===== src/rtl/core/page_bitmap_allocator_core_macros.svh =====
// Assertion macros shared by the page bitmap allocator RTL.
`ifndef PAGE_BITMAP_ALLOCATOR_CORE_MACROS_SVH
`define PAGE_BITMAP_ALLOCATOR_CORE_MACROS_SVH

// Condition must never hold at a clock edge outside reset.
`define PBA_NEVER(lbl, cond, msg) \
	lbl: assert property (@(posedge clk) disable iff (!arst_n) !(cond)) \
		else $error(msg);

// Antecedent at one edge implies consequent at the next edge.
`define PBA_NEXT(lbl, ante, cons, msg) \
	lbl: assert property (@(posedge clk) disable iff (!arst_n) (ante) |=> (cons)) \
		else $error(msg);

`endif


===== src/rtl/core/pba_pkg.sv =====
// Shared types, codes and constants of the page bitmap allocator.
package pba_pkg;

	localparam int PW = 21;
	localparam int IW = 20;
	localparam int KW = 3;
	localparam int SW = 2;
	localparam int OPW = 5;

	localparam int NUM_PAGES_DEF     = 1048576;
	localparam int MAP_WORD_BITS_DEF = 32;

	localparam logic [PW-1:0] LIMIT_RST = 21'd4096;
	localparam logic [PW-1:0] CSS_RST   = 21'd65536;

	localparam logic CFG_LIMIT = 1'b0;
	localparam logic CFG_CSS   = 1'b1;

	localparam logic [KW-1:0] K_ALLOC   = 3'd0;
	localparam logic [KW-1:0] K_CONTIG  = 3'd1;
	localparam logic [KW-1:0] K_FREE    = 3'd2;
	localparam logic [KW-1:0] K_RELEASE = 3'd3;
	localparam logic [KW-1:0] K_RESERVE = 3'd4;

	localparam logic [SW-1:0] ST_OK      = 2'd0;
	localparam logic [SW-1:0] ST_NOSPACE = 2'd1;
	localparam logic [SW-1:0] ST_RANGE   = 2'd2;
	localparam logic [SW-1:0] ST_ISFREE  = 2'd3;

	localparam logic [OPW-1:0] OP_NONE     = 5'd0;
	localparam logic [OPW-1:0] OP_CLR      = 5'd1;
	localparam logic [OPW-1:0] OP_LOAD     = 5'd2;
	localparam logic [OPW-1:0] OP_READ     = 5'd3;
	localparam logic [OPW-1:0] OP_A_INIT   = 5'd4;
	localparam logic [OPW-1:0] OP_A_WRAP   = 5'd5;
	localparam logic [OPW-1:0] OP_A_NEXT   = 5'd6;
	localparam logic [OPW-1:0] OP_A_TAKE   = 5'd7;
	localparam logic [OPW-1:0] OP_C_INIT   = 5'd8;
	localparam logic [OPW-1:0] OP_C_HIT    = 5'd9;
	localparam logic [OPW-1:0] OP_C_MISS   = 5'd10;
	localparam logic [OPW-1:0] OP_C_FOUND  = 5'd11;
	localparam logic [OPW-1:0] OP_MARK     = 5'd12;
	localparam logic [OPW-1:0] OP_F_INIT   = 5'd13;
	localparam logic [OPW-1:0] OP_F_CLEAR  = 5'd14;
	localparam logic [OPW-1:0] OP_R_INIT   = 5'd15;
	localparam logic [OPW-1:0] OP_R_COUNT  = 5'd16;
	localparam logic [OPW-1:0] OP_FAIL_SP  = 5'd17;
	localparam logic [OPW-1:0] OP_FAIL_RG  = 5'd18;
	localparam logic [OPW-1:0] OP_FAIL_FR  = 5'd19;
	localparam logic [OPW-1:0] OP_OUT      = 5'd20;

	typedef struct packed {
		logic [OPW-1:0] op;
		logic           accept;
	} cmd_t;

	typedef struct packed {
		logic          clr_done;
		logic [KW-1:0] kind;
		logic          phase;
		logic          ge_lim;
		logic          ge_hint;
		logic          bit_used;
		logic          k_last;
		logic          s_fits;
		logic          cnt_zero;
		logic          cnt_gt_lim;
		logic          idx_ge_lim;
		logic          rem_last;
		logic          out_free;
	} stat_t;

endpackage


===== src/rtl/core/pba_ctrl.sv =====
// Sequencer of the page bitmap allocator: steps each operation page by page.
module pba_ctrl (
	input  logic            clk,
	input  logic            arst_n,
	input  logic            in_valid,
	output logic            in_stall,
	input  pba_pkg::stat_t  st,
	output pba_pkg::cmd_t   cmd
);

	localparam logic [3:0] S_CLR   = 4'd0;
	localparam logic [3:0] S_IDLE  = 4'd1;
	localparam logic [3:0] S_DISP  = 4'd2;
	localparam logic [3:0] S_A_CHK = 4'd3;
	localparam logic [3:0] S_A_TST = 4'd4;
	localparam logic [3:0] S_C_CHK = 4'd5;
	localparam logic [3:0] S_C_TST = 4'd6;
	localparam logic [3:0] S_M_RD  = 4'd7;
	localparam logic [3:0] S_M_WR  = 4'd8;
	localparam logic [3:0] S_R_CNT = 4'd9;
	localparam logic [3:0] S_F_RD  = 4'd10;
	localparam logic [3:0] S_F_TST = 4'd11;
	localparam logic [3:0] S_OUT   = 4'd12;

	logic [3:0] state_q;
	logic [3:0] state_d;

	assign in_stall = (state_q != S_IDLE);

	always_comb begin
		state_d    = state_q;
		cmd.op     = pba_pkg::OP_NONE;
		cmd.accept = 1'b0;
		case (state_q)
			S_CLR: begin
				if (st.clr_done) begin
					state_d = S_IDLE;
				end else begin
					cmd.op = pba_pkg::OP_CLR;
				end
			end
			S_IDLE: begin
				if (in_valid) begin
					cmd.op     = pba_pkg::OP_LOAD;
					cmd.accept = 1'b1;
					state_d    = S_DISP;
				end
			end
			S_DISP: begin
				case (st.kind)
					pba_pkg::K_ALLOC: begin
						cmd.op  = pba_pkg::OP_A_INIT;
						state_d = S_A_CHK;
					end
					pba_pkg::K_CONTIG: begin
						if (st.cnt_zero || st.cnt_gt_lim) begin
							cmd.op  = pba_pkg::OP_FAIL_SP;
							state_d = S_OUT;
						end else begin
							cmd.op  = pba_pkg::OP_C_INIT;
							state_d = S_C_CHK;
						end
					end
					pba_pkg::K_FREE: begin
						if (st.idx_ge_lim) begin
							cmd.op  = pba_pkg::OP_FAIL_RG;
							state_d = S_OUT;
						end else begin
							cmd.op  = pba_pkg::OP_F_INIT;
							state_d = S_F_RD;
						end
					end
					pba_pkg::K_RELEASE, pba_pkg::K_RESERVE: begin
						if (st.idx_ge_lim) begin
							cmd.op  = pba_pkg::OP_FAIL_RG;
							state_d = S_OUT;
						end else if (st.cnt_zero) begin
							cmd.op  = pba_pkg::OP_FAIL_SP;
							state_d = S_OUT;
						end else begin
							cmd.op  = pba_pkg::OP_R_INIT;
							state_d = S_M_RD;
						end
					end
					default: begin
						state_d = S_OUT;
					end
				endcase
			end
			S_A_CHK: begin
				if (!st.phase && st.ge_lim) begin
					cmd.op = pba_pkg::OP_A_WRAP;
				end else if (st.phase && (st.ge_hint || st.ge_lim)) begin
					cmd.op  = pba_pkg::OP_FAIL_SP;
					state_d = S_OUT;
				end else begin
					cmd.op  = pba_pkg::OP_READ;
					state_d = S_A_TST;
				end
			end
			S_A_TST: begin
				if (st.bit_used) begin
					cmd.op  = pba_pkg::OP_A_NEXT;
					state_d = S_A_CHK;
				end else begin
					cmd.op  = pba_pkg::OP_A_TAKE;
					state_d = S_OUT;
				end
			end
			S_C_CHK: begin
				if (!st.s_fits) begin
					cmd.op  = pba_pkg::OP_FAIL_SP;
					state_d = S_OUT;
				end else begin
					cmd.op  = pba_pkg::OP_READ;
					state_d = S_C_TST;
				end
			end
			S_C_TST: begin
				if (st.bit_used) begin
					cmd.op  = pba_pkg::OP_C_MISS;
					state_d = S_C_CHK;
				end else if (st.k_last) begin
					cmd.op  = pba_pkg::OP_C_FOUND;
					state_d = S_M_RD;
				end else begin
					cmd.op  = pba_pkg::OP_C_HIT;
					state_d = S_C_CHK;
				end
			end
			S_M_RD: begin
				cmd.op  = pba_pkg::OP_READ;
				state_d = S_M_WR;
			end
			S_M_WR: begin
				cmd.op = pba_pkg::OP_MARK;
				if (!st.rem_last) begin
					state_d = S_M_RD;
				end else if (st.kind == pba_pkg::K_CONTIG) begin
					state_d = S_OUT;
				end else begin
					state_d = S_R_CNT;
				end
			end
			S_R_CNT: begin
				cmd.op  = pba_pkg::OP_R_COUNT;
				state_d = S_OUT;
			end
			S_F_RD: begin
				cmd.op  = pba_pkg::OP_READ;
				state_d = S_F_TST;
			end
			S_F_TST: begin
				cmd.op  = st.bit_used ? pba_pkg::OP_F_CLEAR : pba_pkg::OP_FAIL_FR;
				state_d = S_OUT;
			end
			S_OUT: begin
				if (st.out_free) begin
					cmd.op  = pba_pkg::OP_OUT;
					state_d = S_IDLE;
				end
			end
			default: begin
				state_d = S_IDLE;
			end
		endcase
	end

	always_ff @(posedge clk or negedge arst_n) begin
		if (!arst_n) begin
			state_q <= S_CLR;
		end else begin
			state_q <= state_d;
		end
	end

endmodule


===== config.mk =====
export PLATFORM = sky130hd
export DESIGN_NAME = pba_ctrl
export DESIGN_NICKNAME = d
export VERILOG_FILES = /design/src/rtl/core/page_bitmap_allocator_core_macros.svh /design/src/rtl/core/pba_pkg.sv /design/src/rtl/core/pba_ctrl.sv
export SDC_FILE = /design/constraint.sdc
export NUM_CORES = 1
export LEC_CHECK = 0
export BUFFER_PORTS_ARGS = -buffer_cell sky130_fd_sc_hd__buf_2
export CAP_MARGIN = 40
export CORE_UTILIZATION = 56
export DETAILED_ROUTE_END_ITERATION = 6
export GPL_ROUTABILITY_DRIVEN = 0
export PLACE_DENSITY = 0.85
export SYNTH_ARGS = -nofsm -noshare
export SYNTH_HDL_FRONTEND = slang
export SYNTH_SLANG_ARGS = --single-unit

===== constraint.sdc =====
create_clock -name clk -period 2.6 [get_ports clk]
set_input_delay 0.52 -clock clk [delete_from_list [all_inputs] [get_ports clk]]
set_output_delay 0.52 -clock clk [all_outputs]
set_load 0.005 [all_outputs]

==> results list <==
* Run status: finished clean
- In the final routed layout, each cell accounts on average for 16.19 um.
- The die covers 1787 sq um.
- Entering global routing, the biggest net connects 21 pins.
- Number of storage elements in the synthesis netlist: 4
* Data required time at the worst endpoint: 2.08 ns
- DR iter-0 viols: 44
- Detailed routing inserted a total of 1,109 vias.
- Number of synthesized flops with an enable pin: 0
- After detailed routing, the number of remaining DRC violations is 0.
- Slew at the pin closest to its max-slew limit: 0.5175 ns
* Nets in the synthesized netlist: 143
- The worst setup path is launched from a flip-flop.
* Number of setup buffers added after CTS: 0
- Antenna Nets Post-Route: 0
- The synthesized design spends more area on one cell type than any other, namely sky130_fd_sc_hd__dfrtp_1.
* Slowest cell on the critical path: sky130_fd_sc_hd__dfrtp_1
- Synthesis handed over a netlist of 125 instances.
- Avg Vias per Cell: 6.931
- The mapped netlist covers 908.4 sq um.
- Number of buffers added to fix hold violations after cts: 0
- Multi-input gate area in the final layout: 716.9 sq um
- Yosys instantiated no cell more often than sky130_fd_sc_hd__nand2_1.
- Cell-by-cell trace of the critical path: nor4b_2 > nand2_1 > o211ai_1 > buf_2
* Overall track demand over capacity in global routing: 33.69%
- Of the synthesized area, sequential elements account for 11.02%.
- IR analysis of the VDD net gives a maximum drop of 0.3819 mV.
* CTS tree: built
- Setup violations remaining at the end of the flow were counted as 0.
- Path category of the worst min-delay check: in2async
- The initial utilization of the core area, before any placement, comes to 60.30%.
- GR Overflow Total: 0
- The first global-routing pass estimated 4602 um of wire.
* Synthesized area per cell: 7.267 sq um
- Max-cap violations in this run came to 0.
- On the final layout, the worst clock skew is 0.0009782 ns.
* Post-placement cell count: 157
- Register with the highest flop count: state_q
- Prior to clock tree synthesis, the placed netlist has a worst setup slack of 0.4398 ns.
- Together, buffers and inverters on the worst path number 1.
- The number of clock buffers added by TritonCTS is 3.
- Count of buffers from port buffering: 24
* Fmax: 420.8 MHz
* Number of global-route vias before repair: 996
- Main flop type after synthesis: sky130_fd_sc_hd__dfrtp_1
- Yosys attributes the largest share of cell area to sky130_fd_sc_hd__dfrtp_1, sky130_fd_sc_hd__nand2b_1, sky130_fd_sc_hd__a21oi_1.
* Wire length after detailed routing: 2591 um
* Pwr per Cell Area: 977.9 nW/um^2
* Horiz. Die Dim: 42.28 um
- In this run the count of I/O pins placed on the die edge is 25.
* Final critical-path setup slack: 0.2237 ns
- Post-layout util: 67.86%
- Final critical-path share of the clock period: 91.39%
- Synthesis instantiated 48 different standard cells from the library.
* Setup repair after global routing missed its margin: no
* Total of warnings raised by yosys: 0
- Final Max Slew Viols: 0
* Critical Path AT: 1.86 ns
- Broken down by cell family, the worst path's largest delay share belongs to simple AND/OR/NAND/NOR gates.
- Number of cells upsized or downsized after cts: 0
* Setup Crit Path Kind: reg2out
- LEAKAGE: 0.4188 nW
- Root buf cell: sky130_fd_sc_hd__clkbuf_4
- Crit-path max cell delay: 0.55 ns
- The tightest hold path in the finished design has a slack of 0.06003 ns.
- Portion of synthesized cell area occupied by the leading cell type: 11.02%
- Net count of the finished layout: 164
* Layout overhead on the synthesized area: 12.53%
- The floorplan has 14 rows.
- Post-layout minimum cycle time: 2.376 ns
* CP Capture Type: output pin
- CTS built an H-tree with a depth of 1.
* Die boundary height: 42.28 um
- Detailed Place HPWL: 1899 um
* Registers with the most flip-flops: state_q x4
- Initial antenna violation count: 0
- Highest fanout seen on the critical path: 17
* Ranking of synthesized cells by instance count: sky130_fd_sc_hd__nand2_1, sky130_fd_sc_hd__a21oi_1, sky130_fd_sc_hd__o21ai_0, sky130_fd_sc_hd__nand2b_1
- Summing all flip-flop and latch instances after layout gives 101.3 sq um.
- Count of final hold-check violations: 0
* Non-Filler Instances: 160
* Clock network latency to the later pin of the worst-skew pair: 0.25 ns
* Share of cells above drive strength 1: 28.47%
* Count of clock tree sinks: 4
- The region available for standard cell placement spans 1506 sq um.
- Measured against its own limit, the worst slew margin works out to 65.50%.
* Proportion of synthesized flip-flops having asynchronous set or reset: 100.0%
- The register with the most flip-flops in the layout has 4 of them.
* Inserted Diodes: 0
- The longest clock path from root to sink contains 2 buffers.
- After routing, the total negative slack on setup checks comes to 0 ns.
- Clock-pin slew of the registers on the worst-case setup and hold paths: 0.04 ns
* Router iterations before antenna repair: 4
- Fillers: 135
==> worst paths after layout <==
check | start | end | slack (ns) | depth (start not counted)
max | state_q[0]$_DFFE_PN0P_ | cmd[5] | 0.22 | 4
min | arst_n | state_q[1]$_DFFE_PN0P_ | 0.06 | 1
max reg2reg | state_q[3]$_DFFE_PN0P_ | state_q[0]$_DFFE_PN0P_ | 0.82 | 5
min reg2reg | state_q[2]$_DFFE_PN0P_ | state_q[3]$_DFFE_PN0P_ | 0.86 | 3
max in group asynchronous | arst_n | state_q[2]$_DFFE_PN0P_ | 2.41 | 1
min in group clk | st[14] | state_q[0]$_DFFE_PN0P_ | 0.64 | 3
==> power breakdown <==
part	internal, W	leakage (nW)	switching (W)
combinational	0.000341	0.357	0.000346
clock	0.0000523	0.0138	0.0000355
sequential	0.0000935	0.0484	0.000132
total	0.000486	0.419	0.000513
==> cells by family (layout without fill, tap and decap cells) <==
| kind of cell | after synthesis | after routing | share of synthesized area (%) |
|---|---|---|---|
| buffers and inverters | 15 | 34 | 10.05 |
| and+or+nand+nor | 50 | 50 | 33.33 |
| muxes | 3 | 3 | 3.581 |
| AOI/OAI and AO/OA | 53 | 53 | 42.01 |
| DFF | 4 | 4 | 11.02 |
==> area by class of cell <==
class / count / share of cell area, %
multi-input combinational: 106 / 70.13
timing repair buffer: 28 / 14.69
tap: 16 / 1.958
inverter: 3 / 1.102
sequential: 4 / 9.914
clock buffer: 3 / 2.203
==> cells in the final DEF (no fill, tap or decap), types with 2 or more instances in the layout <==
master / netlist / layout
sky130_fd_sc_hd__nor3_1: 3 / 3
sky130_fd_sc_hd__a32o_1: 2 / 2
sky130_fd_sc_hd__nand3b_1: 2 / 2
sky130_fd_sc_hd__o211ai_1: 3 / 3
sky130_fd_sc_hd__a211oi_2: 2 / 2
sky130_fd_sc_hd__nor4b_1: 2 / 2
sky130_fd_sc_hd__nor2b_1: 2 / 2
sky130_fd_sc_hd__or3b_1: 2 / 2
sky130_fd_sc_hd__a21o_1: 4 / 4
sky130_fd_sc_hd__inv_1: 3 / 3
sky130_fd_sc_hd__buf_4: 1 / 4
sky130_fd_sc_hd__a211oi_1: 4 / 4
sky130_fd_sc_hd__buf_2: 7 / 24
sky130_fd_sc_hd__or3_1: 2 / 2
sky130_fd_sc_hd__mux2_2: 2 / 2
sky130_fd_sc_hd__nand3_1: 4 / 4
sky130_fd_sc_hd__dfrtp_1: 4 / 3
sky130_fd_sc_hd__nand2_1: 10 / 10
sky130_fd_sc_hd__o21ai_0: 9 / 9
sky130_fd_sc_hd__o22ai_1: 3 / 3
sky130_fd_sc_hd__a32oi_1: 4 / 4
sky130_fd_sc_hd__nand2b_1: 8 / 8
sky130_fd_sc_hd__a21oi_1: 9 / 9
sky130_fd_sc_hd__clkbuf_4: 0 / 3
sky130_fd_sc_hd__nor2_1: 7 / 7
==> layer usage <==
metal	GRT usage, %	wire length, um	up-vias
li1	-	-	530
met3	7.328	214	4
met5	0	0	-
met4	13.75	36	0
met1	45.87	1068	516
met2	51.38	1272	59
==> per-stage QoR <==
step                 power, W  instance area, sq um
global route         0.001096                  1022
CTS                 0.0009873                  1021
finish              0.0009996                  1022
global placement    0.0008703                 998.5
detailed placement  0.0008959                 998.5
floorplan           0.0007065                 908.4
(Power assumes the default switching activity.)
